--- src/rtl/signed_int_to_decimal_ascii_unit_assert.svh ---
// Assertion macros shared by the decimal ASCII converter.
`ifndef SIGNED_INT_TO_DECIMAL_ASCII_UNIT_ASSERT_SVH
`define SIGNED_INT_TO_DECIMAL_ASCII_UNIT_ASSERT_SVH

// Same-cycle implication, checked at every rising clock edge outside reset.
`define ASSERT_IMPLIES(label, ante, cons, msg) \
   label: assert property (@(posedge clock) disable iff (reset) (ante) |-> (cons)) \
      else $error(msg);

// Next-cycle implication.
`define ASSERT_NEXT(label, ante, cons, msg) \
   label: assert property (@(posedge clock) disable iff (reset) (ante) |=> (cons)) \
      else $error(msg);

`endif

--- src/rtl/itoa_pkg.sv ---
// Constants shared by the decimal ASCII converter.
`default_nettype none
package itoa_pkg;
   localparam int VALUE_BITS_DEFAULT = 32;
   localparam int CHAR_BITS          = 6;
   localparam logic [CHAR_BITS-1:0] CHAR_ZERO  = 6'd48;
   localparam logic [CHAR_BITS-1:0] CHAR_MINUS = 6'd45;
endpackage
`default_nettype wire

--- src/rtl/signed_int_to_decimal_ascii_unit.sv ---
// Flow: after a value is accepted, double dabble converts its magnitude (one magnitude bit
// per cycle), then leading zero digits are stripped one at a time (at most DIGITS-1), and
// each character is registered on its way out.
// Characters leave one per cycle while the receiver takes them: 1 to DIGITS+1 transfers,
// the sign first if negative. A new value is not accepted until the last character of the
// previous one is registered. Reset clears the state machine, sign flag and output valid.
`default_nettype none
`include "signed_int_to_decimal_ascii_unit_assert.svh"
module signed_int_to_decimal_ascii_unit #(
   parameter int VALUE_BITS = itoa_pkg::VALUE_BITS_DEFAULT
) (
   input  wire logic                                clock,
   input  wire logic                                reset,
   input  wire logic                                req_tvalid,
   output logic                                     req_tready,
   input  wire logic [((VALUE_BITS+7)/8)*8-1:0]     req_tdata,   // value
   output logic                                     rsp_tvalid,
   input  wire logic                                rsp_tready,
   output logic [7:0]                               rsp_tdata,   // char_code
   output logic                                     rsp_tlast    // last_char
);
   import itoa_pkg::*;

   // decimal digits of the largest magnitude, 2^(VALUE_BITS-1)
   localparam int DIGITS = ((VALUE_BITS - 1) * 30103) / 100000 + 1;
   localparam int BCD_W  = 4 * DIGITS;
   localparam int CNT_W  = $clog2(VALUE_BITS);
   localparam int DIG_W  = $clog2(DIGITS + 1);

   localparam logic [1:0] ST_IDLE = 2'd0;
   localparam logic [1:0] ST_CONV = 2'd1;
   localparam logic [1:0] ST_SKIP = 2'd2;
   localparam logic [1:0] ST_EMIT = 2'd3;

   logic [1:0]            state_ff, state_in;
   logic [VALUE_BITS-1:0] mag_ff, mag_in;
   logic [BCD_W-1:0]      bcd_ff, bcd_in, bcd_adj;
   logic [CNT_W-1:0]      cnt_ff, cnt_in;
   logic [DIG_W-1:0]      dig_left_ff, dig_left_in;
   logic                  sign_ff, sign_in;
   logic                  out_valid_ff, out_valid_in;
   logic [CHAR_BITS-1:0]  out_char_ff, out_char_in;
   logic                  out_last_ff, out_last_in;

   logic [VALUE_BITS-1:0] value;
   logic                  neg;
   logic                  accept;
   logic                  out_free;
   logic [3:0]            top_digit;

   assign value     = req_tdata[VALUE_BITS-1:0];
   assign neg       = value[VALUE_BITS-1];
   assign req_tready = (state_ff == ST_IDLE);
   assign accept    = req_tvalid && req_tready;
   assign out_free  = !out_valid_ff || rsp_tready;
   assign top_digit = bcd_ff[BCD_W-1 -: 4];

   // add 3 to every digit of five or more ahead of the shift
   always_comb begin
      for (int d = 0; d < DIGITS; d++) begin
         bcd_adj[4*d +: 4] = (bcd_ff[4*d +: 4] >= 4'd5) ? bcd_ff[4*d +: 4] + 4'd3
                                                         : bcd_ff[4*d +: 4];
      end
   end

   always_comb begin
      state_in     = state_ff;
      mag_in       = mag_ff;
      bcd_in       = bcd_ff;
      cnt_in       = cnt_ff;
      dig_left_in  = dig_left_ff;
      sign_in      = sign_ff;
      out_valid_in = out_valid_ff && !rsp_tready;
      out_char_in  = out_char_ff;
      out_last_in  = out_last_ff;
      case (state_ff)
         ST_IDLE: begin
            if (accept) begin
               // most negative value negates to itself, which is its magnitude unsigned
               mag_in   = neg ? (~value + 1'b1) : value;
               sign_in  = neg;
               bcd_in   = '0;
               cnt_in   = '0;
               state_in = ST_CONV;
            end
         end
         ST_CONV: begin
            bcd_in = {bcd_adj[BCD_W-2:0], mag_ff[VALUE_BITS-1]};
            mag_in = {mag_ff[VALUE_BITS-2:0], 1'b0};
            cnt_in = cnt_ff + 1'b1;
            if (cnt_ff == CNT_W'(VALUE_BITS - 1)) begin
               dig_left_in = DIG_W'(DIGITS);
               state_in    = ST_SKIP;
            end
         end
         ST_SKIP: begin
            // keep at least one digit so zero prints as '0'
            if (top_digit == 4'd0 && dig_left_ff != DIG_W'(1)) begin
               bcd_in      = {bcd_ff[BCD_W-5:0], 4'd0};
               dig_left_in = dig_left_ff - 1'b1;
            end else begin
               state_in = ST_EMIT;
            end
         end
         ST_EMIT: begin
            if (out_free) begin
               out_valid_in = 1'b1;
               if (sign_ff) begin
                  out_char_in = CHAR_MINUS;
                  out_last_in = 1'b0;
                  sign_in     = 1'b0;
               end else begin
                  out_char_in = CHAR_ZERO + CHAR_BITS'(top_digit);
                  out_last_in = (dig_left_ff == DIG_W'(1));
                  bcd_in      = {bcd_ff[BCD_W-5:0], 4'd0};
                  dig_left_in = dig_left_ff - 1'b1;
                  if (dig_left_ff == DIG_W'(1)) begin
                     state_in = ST_IDLE;
                  end
               end
            end
         end
         default: begin
            state_in = ST_IDLE;
         end
      endcase
   end

   always_ff @(posedge clock) begin
      if (reset) begin
         state_ff     <= ST_IDLE;
         out_valid_ff <= 1'b0;
         sign_ff      <= 1'b0;
      end else begin
         state_ff     <= state_in;
         out_valid_ff <= out_valid_in;
         sign_ff      <= sign_in;
      end
   end

   always_ff @(posedge clock) begin
      mag_ff      <= mag_in;
      bcd_ff      <= bcd_in;
      cnt_ff      <= cnt_in;
      dig_left_ff <= dig_left_in;
      out_char_ff <= out_char_in;
      out_last_ff <= out_last_in;
   end

   assign rsp_tvalid = out_valid_ff;
   assign rsp_tdata  = {{(8 - CHAR_BITS){1'b0}}, out_char_ff};
   assign rsp_tlast  = out_last_ff;

   `ASSERT_NEXT(a_accept_starts, accept, state_ff == ST_CONV && bcd_ff == '0, "no start")
   `ASSERT_IMPLIES(a_emit_has_digit, state_ff == ST_EMIT, dig_left_ff != '0, "no digit left")
   `ASSERT_IMPLIES(a_bcd_digit, state_ff == ST_SKIP, top_digit <= 4'd9, "BCD digit out of range")
   `ASSERT_IMPLIES(a_sign_not_last, rsp_tvalid && out_char_ff == CHAR_MINUS, !rsp_tlast, "sign last")

endmodule
`default_nettype wire

--- config.mk ---
export PLATFORM = sky130hd
export DESIGN_NAME = signed_int_to_decimal_ascii_unit
export DESIGN_NICKNAME = d
export VERILOG_FILES = /design/src/rtl/itoa_pkg.sv /design/src/rtl/signed_int_to_decimal_ascii_unit.sv
export VERILOG_INCLUDE_DIRS = /design/src /design/src/rtl
export SDC_FILE = /design/constraint.sdc
export NUM_CORES = 1
export LEC_CHECK = 0
export CAP_MARGIN = 20
export CORE_MARGIN = 3
export CORE_UTILIZATION = 50
export CTS_CLUSTER_DIAMETER = 30
export DETAILED_ROUTE_END_ITERATION = 16
export DONT_BUFFER_PORTS = 1
export MAX_ROUTING_LAYER = met4
export PLACE_DENSITY = 0.74
export REMOVE_ABC_BUFFERS = 1
export SYNTH_ARGS = -nofsm -noshare
export SYNTH_HDL_FRONTEND = slang
export SYNTH_SLANG_ARGS = --single-unit
--- constraint.sdc ---
create_clock -name clock -period 4.7 [get_ports clock]
set_input_delay 0.94 -clock clock [delete_from_list [all_inputs] [get_ports clock]]
set_output_delay 0.94 -clock clock [all_outputs]
set_load 0.02 [all_outputs]
# [Word-level counts from Yosys, hierarchy flattened]
# Index checks and enable logic that the tools add are counted.
[word_totals] word_cells=101 register_bits=92 latchBits=0 ram_bits=0 memories=0 romBits=0
[classes] multipliers=0 n_lt_le_gt_ge=10 eq_ne=13 shift=0 mux=37 n_bitwise=1 n_div=0 n_addsub=14 reduce_logical=17
[ops] cell="2-to-1 mux 40 bit" count=4
[ops] cell="case mux 40 bit (4 select lines)" count=1
[ops] cell="2-to-1 mux 32 bit" count=2
[ops] cell="case mux 32 bit (2 select lines)" count=1
[ops] cell="2-to-1 mux 4 bit" count=13
[ops] cell=">= comparator 4 x 3 -> 1 bit, second input constant" count=10
[ops] cell="adder 4 x 2 -> 4 bit, second input constant" count=9
[ops] cell="adder 32 x 1 -> 32 bit, second input constant" count=1
[ops] cell="inverter 32 bit" count=1
[ops] cell="2-to-1 mux 2 bit" count=6
[ops] cell="inequality test 2 bit, second input constant" count=6
[ops] cell="case mux 4 bit (3 select lines)" count=1
[ops] cell="case mux 5 bit (2 select lines)" count=1
[ops] cell="case mux 2 bit (4 select lines)" count=1
[ops] cell="adder 5 x 5 -> 6 bit, first input constant" count=1
[ops] cell="AND reduction 6 bit" count=1
[ops] cell="adder 5 x 1 -> 5 bit, second input constant" count=1
[ops] cell="equality test 5 bit, second input constant" count=1
[ops] cell="2-to-1 mux 5 bit" count=1
[ops] cell="AND reduction 5 bit" count=1
[ops] cell="equality test 2 bit, second input constant" count=2
[ops] cell="equality test 4 x 1 -> 1 bit, second input constant" count=1
[ops] cell="logical NOT 4 bit" count=1
[ops] cell="2-to-1 mux 1 bit" count=4
[ops] cell="other kinds (16)" count=21

# [Depth between registers and ports, before layout]
# Gate-level depths: netlist of run 1.
[depth] depth_word=5 mapped_depth=8

# [Worst setup path after synthesis of run 1]
# No wires, ideal clock.
[synth_timing] kind="input to register" startpoint="in rsp_tready" endpoint="reg bcd_ff[0] (enable)" stages=4 arrival_ps=3153 path_slack_ps=1097 setup_ps=451 n_path_buf=0 cell_sequence="nor2b_1 > o21ai_0 > nand2_1 > a21oi_1"
[synth_between] elab_chain_len=3
[synth_lines] item="start, declared" line_no="signed_int_to_decimal_ascii_unit.sv:18" text="input wire logic rsp_tready,"
[synth_lines] item="logical OR 1 bit" line_no="signed_int_to_decimal_ascii_unit.sv:55" text="assign out_free = !out_valid_ff || rsp_tready;"
[synth_lines] item="inequality test 2 bit (no source line)"
[synth_lines] item="AND reduction 4 bit (no source line)"
[synth_lines] item="end signal, assigned" line_no="signed_int_to_decimal_ascii_unit.sv:143" text="bcd_ff <= bcd_in;"
[synth_lines] item="end, declared" line_no="signed_int_to_decimal_ascii_unit.sv:37" text="logic [BCD_W-1:0] bcd_ff, bcd_in, bcd_adj;"
# No other way between the ends.
# A chain may end at the register's enable or synchronous reset.

# [Final worst setup path of run 1]
[layout_timing] startpoint="reg state_ff[1]" endpoint="reg mag_ff[29], data pin"
[layout_between] elab_chain_len=2 word_cells_on_any_way=3
[layout_lines] item="start, declared" line_no="signed_int_to_decimal_ascii_unit.sv:35" text="logic [1:0] state_ff, state_in;"
[layout_lines] item="start signal, assigned" line_no="signed_int_to_decimal_ascii_unit.sv:135" text="state_ff <= state_in;"
[layout_lines] item="equality test 2 x 1 -> 1 bit or logical NOT 2 bit (tied branches)" line_no="signed_int_to_decimal_ascii_unit.sv:76" text="case (state_ff)"
[layout_lines] item="case mux 32 bit (2 select lines) (*)" line_no="signed_int_to_decimal_ascii_unit.sv:76"
[layout_lines] item="named net mag_in[29]" line_no="signed_int_to_decimal_ascii_unit.sv:36" text="logic [VALUE_BITS-1:0] mag_ff, mag_in;"
[layout_lines] item="end signal, assigned" line_no="signed_int_to_decimal_ascii_unit.sv:142" text="mag_ff <= mag_in;"
[layout_lines] item="end, declared" line_no="signed_int_to_decimal_ascii_unit.sv:36"
# Mark *: on every way through the listed nets, which the timed path passes. The rest lies on a longest branch.

==> impl_metrics.ini, run 1 <==
[yosys]
synth_top_area_share_pct = 44.7
ys_seq_area_share_pct = 46.1
netlist_area_um2 = 5840
synthFlopType = edfxtp_1
ys_ff_latch = 91
syn_area_per_cell_um2 = 9.96
synthTopCellsByArea = edfxtp_1 45%, ha_1 6.6%, o21ai_0 4.3%
post-synth-top-area-cell = edfxtp_1
async_reset_ff_share_pct = 0
synthCells = 586
synth_edf_count = 87
ys_types = 62
yosysWarnings = 0

[run]
cap_violations = 0

[timing]
layout_setup_ws_ns = 2.13
whs_ns = 0.522
slew_headroom_pct = 40.0
fin_crit_ns = 2.57
setup_violations = 0
tns_ns = 0
skew_ns = 0.00635
finalMaxSlewViolations = 0
worst_pin_slew_ns = 0.900
max_clock_freq_mhz = 388
rsz0062_at_grt = false
period_share_pct = 54.8
hold_violations = 0

[finish]
nFillCells = 952
fin_cells = 715
final_common_cell = edfxtp_1
final_core_util_pct = 56.1
final_nets = 637
drive_gt1_share_pct = 7.65
syn_to_final_growth_pct = 6.94
layout_common_cells = 87 x edfxtp_1, 53 x nand2_1, 50 x o21ai_0
n_antenna_cell = 0
fin_area_um2 = 6240

[critical_path]
worstReg2RegStart = state_ff[1]
arrival_ns = 2.65
cp.required_ns = 4.77
path_class = flop to flop
cp-start-kind = flop
cp-end-kind = flop
critPathLaunch = state_ff[1]
critPathMaxFanout = 47

[drt]
drcViolationCount = 0
wl_per_cell_um = 16.8
drtIter0Drc = 308
drt_wl_total_um = 12000
vias = 4315
drt_first_pass_iters = 6
viasPerCell = 6.03
ant_nets = 0

[global_route]
grt_antenna_before_repair = 0
track_usage_pct = 19.4
grt_pass1_wl_um = 20000
overflow = 0
grt_pass1_vias = 4247
grt_max_degree = 48

[place]
gp_congestion = 0.837
place_hpwl_um = 8400
dpl_cell_area_um2 = 5910
dp_cells = 699
port_buffers = 0
dpl_worst_slack_ns = 1.83

[die]
initial_core_util_pct = 52.5
num_rows = 38
core_um2 = 11100
num_io_pins = 47
die_w_um = 114
die_y_um = 114
die-area_um2 = 13000

[hold_path]
hold_class = flop to flop
hold_path_startpoint = mag_ff[30]

[clock_network]
clock_sinks = 91
cts_hold_buffers = 0
cts_buffer_depth = 2
root_buffer = clkbuf_16
clk_pin_slew_ns = 0.06
cts_resized = 0
cts_tree = built
cts_buffers = 9
post-cts-setup-buffers = 0
cts.htree.levels = 3
clkLatencyLatePin_ns = 0.34

[pwr]
p_leak_nw = 2.20
ir_worst_vdd_v = 0.000417
power_density_nw_per_um2 = 630
power.total_mw = 3.94

[run_status]
status = finished clean
==> synthesized netlist by cell type, drive strengths merged (6+ instances only) <==
library cell   n
inv           34
o21ai         50
mux2          10
xnor2         18
o31ai         11
or3            8
a22oi          6
nor2          37
clkbuf        23
ha            31
xor2          14
nor3          13
nand3         15
nor3b         13
mux2i          6
or4           11
a21oi         28
nor2b          9
o311ai         7
nand2b        20
edfxtp        87
buf            9
nand2         53
==> state kept, by name (all words and copies together) (netlist names) <==
register     flops
bcd_ff          40
cnt_ff           5
dig_left_ff      4
mag_ff          32
out_char_ff      5
rsp_tlast        1
rsp_tvalid       1
sign_ff          1
state_ff         2
==> path summary, 6_finish.rpt <==
path	cells after the start	slack (ns)	to
worst max-delay path	7	2.13	mag_ff[29]
worst min-delay path	2	0.52	mag_ff[31]
worst max register to register	7	2.13	mag_ff[29]
worst min register to register	2	0.52	mag_ff[31]
==> routing by layer <==
layer,wire length (µm),GRT usage (%),up-vias
met5,0,-,-
met4,205,5.70,0
met3,695,5.92,16
met2,5810,30.6,124
met1,5330,24.3,2050
li1,-,-,2125
==> where the power goes <==
group          switching, mW  leakage, nW  total (mW)  internal (mW)
Clock                  0.301        0.160       0.795          0.494
Sequential             0.242        0.911        1.66           1.41
Combinational          0.896         1.13        1.48          0.588
==> cells by family (layout without fill, tap and decap cells) <==
kind of cell             after synthesis  count (layout)  share of synthesized area [%]
AND/OR/NAND/NOR                      207             207                           19.0
AO/OA/AOI/OAI                        141             141                           15.6
flip-flops                            91              91                           46.1
buffers and inverters                 66              54                           4.74
XOR/XNOR                              32              32                           4.80
adder cells (fa/ha/maj)               31              31                           6.64
multiplexers                          16              16                           2.96
other                                  2               3                          0.129
==> area by class of cell <==
class / count / area, µm² / area share [%]
multi-input cells: 430 / 2890 / 46.3
flip-flops and latches: 91 / 2690 / 43.1
clock buffers: 12 / 256 / 4.11
well taps: 140 / 175 / 2.81
inverters: 34 / 128 / 2.04
clock inverters: 4 / 72.6 / 1.16
repair buffers: 4 / 30.0 / 0.481
==> worst max-delay path, cell delays in order (launching register included) <==
cell and delay, ns:
dfxtp_1 0.32, inv_1 0.12, ha_2 0.63, buf_4 0.50, nand2b_1 0.22, nor2_1 0.05
a221oi_1 0.29, o311ai_1 0.16
No activity file was read; power rests on OpenSTA's default activity.
==> inputs of run 2 (changes only) <==
clock period = 2.55 ns   (was 4.7 ns; I/O delays follow)
==> run 2 against run 1 <==
- worst setup slack got worse by 1.8 ns
- sequential power rose by 84%
- critical path type unchanged
- design area rose by 1.4%
- register-to-register slack got worse by 1.8 ns
==> impl_metrics.ini, run 2 (same netlist as run 1, synthesis figures left out) <==
[timing]
max_clock_freq_mhz = 454
finalMaxSlewViolations = 0
worst_pin_slew_ns = 0.659
fin_crit_ns = 2.20
slew_headroom_pct = 56.0
layout_setup_ws_ns = 0.346
rsz0062_at_grt = false
period_share_pct = 86.4
setup_violations = 0
skew_ns = 0.00536
hold_violations = 0

[critical_path]
cp-end-kind = flop
path_class = flop to flop
cp.required_ns = 2.63
arrival_ns = 2.28
critPathMaxFanout = 38
cp-start-kind = flop

[drt]
wl_per_cell_um = 16.5
drt_wl_total_um = 11900
ant_nets = 0
viasPerCell = 6.02
drt_first_pass_iters = 5
drcViolationCount = 0
drtIter0Drc = 243
vias = 4364

[die]
core_um2 = 11100
initial_core_util_pct = 52.5
die-area_um2 = 13000
num_rows = 38
num_io_pins = 47
die_y_um = 114
die_w_um = 114

[finish]
largest_reg_flops = 40
n_antenna_cell = 0
final_common_cell = edfxtp_1
drive_gt1_share_pct = 9.23
layout_common_cells = 87 x edfxtp_1, 53 x nand2_1, 50 x o21ai_0
syn_to_final_growth_pct = 8.47
regMostFlops = bcd_ff
reg.largest.list = bcd_ff: 40 flops, mag_ff: 32 flops
final_nets = 647

[pwr]
power_density_nw_per_um2 = 1150
power.total_mw = 7.31
p_leak_nw = 2.25
ir_worst_vdd_v = 0.000609

[clock_network]
cts_buffers = 9
cts_buffer_depth = 2
clk_pin_slew_ns = 0.06
cts_resized = 0
cts_hold_buffers = 0
cts_tree = built
clock_sinks = 91
root_buffer = clkbuf_16
cts.htree.levels = 3
post-cts-setup-buffers = 0
clkLatencyLatePin_ns = 0.34

[place]
place_hpwl_um = 8380
gp_congestion = 0.853
dpl_worst_slack_ns = 0.178
port_buffers = 0

[run_status]
status = finished clean

[global_route]
grt_max_degree = 41
grt_pass1_wl_um = 20300
grt_pass1_vias = 4334
track_usage_pct = 19.9
grt_antenna_before_repair = 0
overflow = 0

[hold_path]
hold_class = input pin to flop

[run]
cap_violations = 0
==> run 2: metal layers <==
layer / GRT usage, % / up-vias / part of all wire (%)
li1: - / 2150 / -
met1: 24.6 / 2080 / 45
met2: 31.5 / 117 / 48
met3: 6.29 / 17 / 5.9
met4: 6.02 / 0 / 1.5
met5: - / - / 0
==> run 2: power by group <==
group	internal, mW	total (mW)	switching [mW]
Sequential	2.60	3.06	0.462
Clock	0.861	1.43	0.571
Combinational	1.18	2.82	1.64
==> run 2: area by class of cell <==
cell class / count / area [µm²]
Fill cell: 945 / 4790
Multi-Input combinational cell: 430 / 2890
Sequential cell: 91 / 2690
Clock buffer: 10 / 229
Tap cell: 140 / 175
Timing Repair Buffer: 14 / 130
Inverter: 34 / 128
Clock inverter: 6 / 88.8
==> run 2: final timing paths <==
path,start,end,slack (ns),cells past startpoint
setup / recovery,state_ff[1],mag_ff[22],0.35,7
hold / removal,reset,sign_ff,0.23,1
setup reg to reg,state_ff[1],mag_ff[22],0.35,7
hold reg to reg,mag_ff[30],mag_ff[31],0.53,2
==> run 2: worst max-delay path, stage by stage, from the launching register on <==
cell      delay [ns]
dfxtp_1         0.33
inv_1           0.12
ha_2            0.63
buf_4           0.29
nand2b_1        0.15
nor2_1          0.05
a221oi_1        0.22
o311ai_1        0.14
==> run 2: metrics by stage <==
step                area [µm²]  setup TNS, ns  util, %  cells  hold slack (ns)
detailed placement        6010              0     54.1    709            0.511
global placement          6010              0     54.1    709            0.497
floorplan                 5690         -72.41        -    555            0.487
finish                    6330              0     56.9    725            0.233
global route              6330              0     56.9    725            0.215
CTS                       6330              0     56.9    725            0.219
==> inputs of run 3 (changes only) <==
PLACE_DENSITY = not set   (was 0.74)
==> run 3 against run 2 <==
- flip-flop and latch count is the same
- die area did not move
- cell count unchanged
- worst setup slack better by 0.089 ns
- first-iteration DRC count grew 39%
- non-clock buffer count is the same
- combinational power is essentially flat
- critical path depth is 2 lower
- sequential power about the same
- register-to-register slack improved by 0.09 ns
- global-route usage shrank 0.35 points
- count of clock-buffer cells in the layout is 4 higher
==> impl_metrics.ini, run 3 (same netlist as run 1, synthesis figures left out) <==
[place]
dp_cells = 709
gp_congestion = 0.848
dpl_worst_slack_ns = 0.187
dpl_cell_area_um2 = 6010
port_buffers = 0
place_hpwl_um = 8070

[critical_path]
path_class = flop to flop
crit_end = bcd_ff[25]
critPathMaxFanout = 40
worstReg2RegStart = dig_left_ff[0]
cp.required_ns = 2.53
cp-start-kind = flop
critPathLaunch = dig_left_ff[0]
r2r-end = bcd_ff[25]
reg2reg_slack_ns = 0.43
cp-end-kind = flop
arrival_ns = 2.09
reg2regPathDepth = 5

[pwr]
power_density_nw_per_um2 = 1130
power.total_mw = 7.11
ir_worst_vdd_v = 0.000649
p_leak_nw = 2.23

[finish]
syn_to_final_growth_pct = 7.76
nFillCells = 990
final_core_util_pct = 56.5
multiInputGateArea_um2 = 2890
reg.largest.list = bcd_ff: 40 flops, mag_ff: 32 flops
layout_common_cells = 87 x edfxtp_1, 53 x nand2_1, 50 x o21ai_0
fin_area_um2 = 6290
largest_reg_flops = 40
final_common_cell = edfxtp_1
drive_gt1_share_pct = 9.06
final_nets = 647
fin_cells = 725
regMostFlops = bcd_ff
n_antenna_cell = 0
final-seq-area_um2 = 2690

[drt]
drcViolationCount = 0
ant_nets = 0
vias = 4331
viasPerCell = 5.97
wl_met1_um = 5440
topRoutingLayerUsed = met4
wl_per_cell_um = 16.2
drt_wl_total_um = 11800
drtIter0Drc = 338
drt_first_pass_iters = 5
wl_met2_um = 5590
route.met3.wl_um = 500

[clock_network]
cts_tree = built
clock_sinks = 91
root_buffer = clkbuf_16
clkLatencyLatePin_ns = 0.34
post-cts-setup-buffers = 0
cts_hold_buffers = 0
cts_resized = 0
cts_buffer_depth = 2
clk_pin_slew_ns = 0.07
cts.htree.levels = 3
cts_buffers = 9

[run_status]
status = finished clean

[die]
die_y_um = 114
initial_core_util_pct = 52.5
core_um2 = 11100
num_io_pins = 47
die-area_um2 = 13000
die_w_um = 114
num_rows = 38

[timing]
slew_headroom_pct = 61.8
tns_ns = 0
rsz0062_at_grt = false
fin_crit_ns = 2.12
whs_ns = 0.233
skew_ns = 0.00867
period_share_pct = 83.0
max_clock_freq_mhz = 473
setup_violations = 0
hold_violations = 0
finalMaxSlewViolations = 0
worst_pin_slew_ns = 0.573
layout_setup_ws_ns = 0.434

[global_route]
grt_max_degree = 41
grt_antenna_before_repair = 0
grt_pass1_wl_um = 20000
track_usage_pct = 19.5
grt_pass1_vias = 4239
overflow = 0

[hold_path]
hold_class = input pin to flop

[run]
cap_violations = 0
run 3: cell count changes in the layout (fill, tap and decap cells not counted), sizes merged:
cell / change
clkinv: -1
inv: -1
clkbuf: +4
bufinv: -2
run 3: layer usage:
metal / GRT usage, % / up-vias
li1: - / 2150
met1: 24.6 / 2073
met2: 30.5 / 90
met3: 4.07 / 18
met4: 8.87 / 0
met5: - / -
run 3: cell type report:
type	instances	area share, %
multi-input cells	430	45.9
repair buffers	14	2.07
flip-flops and latches	91	42.8
well taps	140	2.78
clock inverters	2	0.199
clock buffers	14	4.20
inverters	34	2.03
run 3: how the worst min path moves through the flow:
stage | from | endpoint | slack (ns) | cells past startpoint
after floorplan | mag_ff[30] | mag_ff[31] | 0.49 | 2
after global placement | mag_ff[30] | mag_ff[31] | 0.51 | 2
after detailed placement | mag_ff[7] | mag_ff[8] | 0.51 | 2
after CTS | reset | rsp_tvalid | 0.22 | 1
after global routing | reset | rsp_tvalid | 0.22 | 1
final | reset | rsp_tvalid | 0.23 | 1
run 3: report_power, final:
| group | internal, mW | leakage, nW | switching (mW) |
|---|---|---|---|
| Clock | 0.714 | 0.133 | 0.553 |
| Combinational | 1.16 | 1.18 | 1.62 |
| Sequential | 2.60 | 0.911 | 0.454 |
run 3: critical path, cell delays in order (launching register included):
cell	delay [ns]
edfxtp_1	0.44
ha_1	0.23
or3b_2	0.19
nand3_1	0.21
a21oi_4	0.20
buf_4	0.47
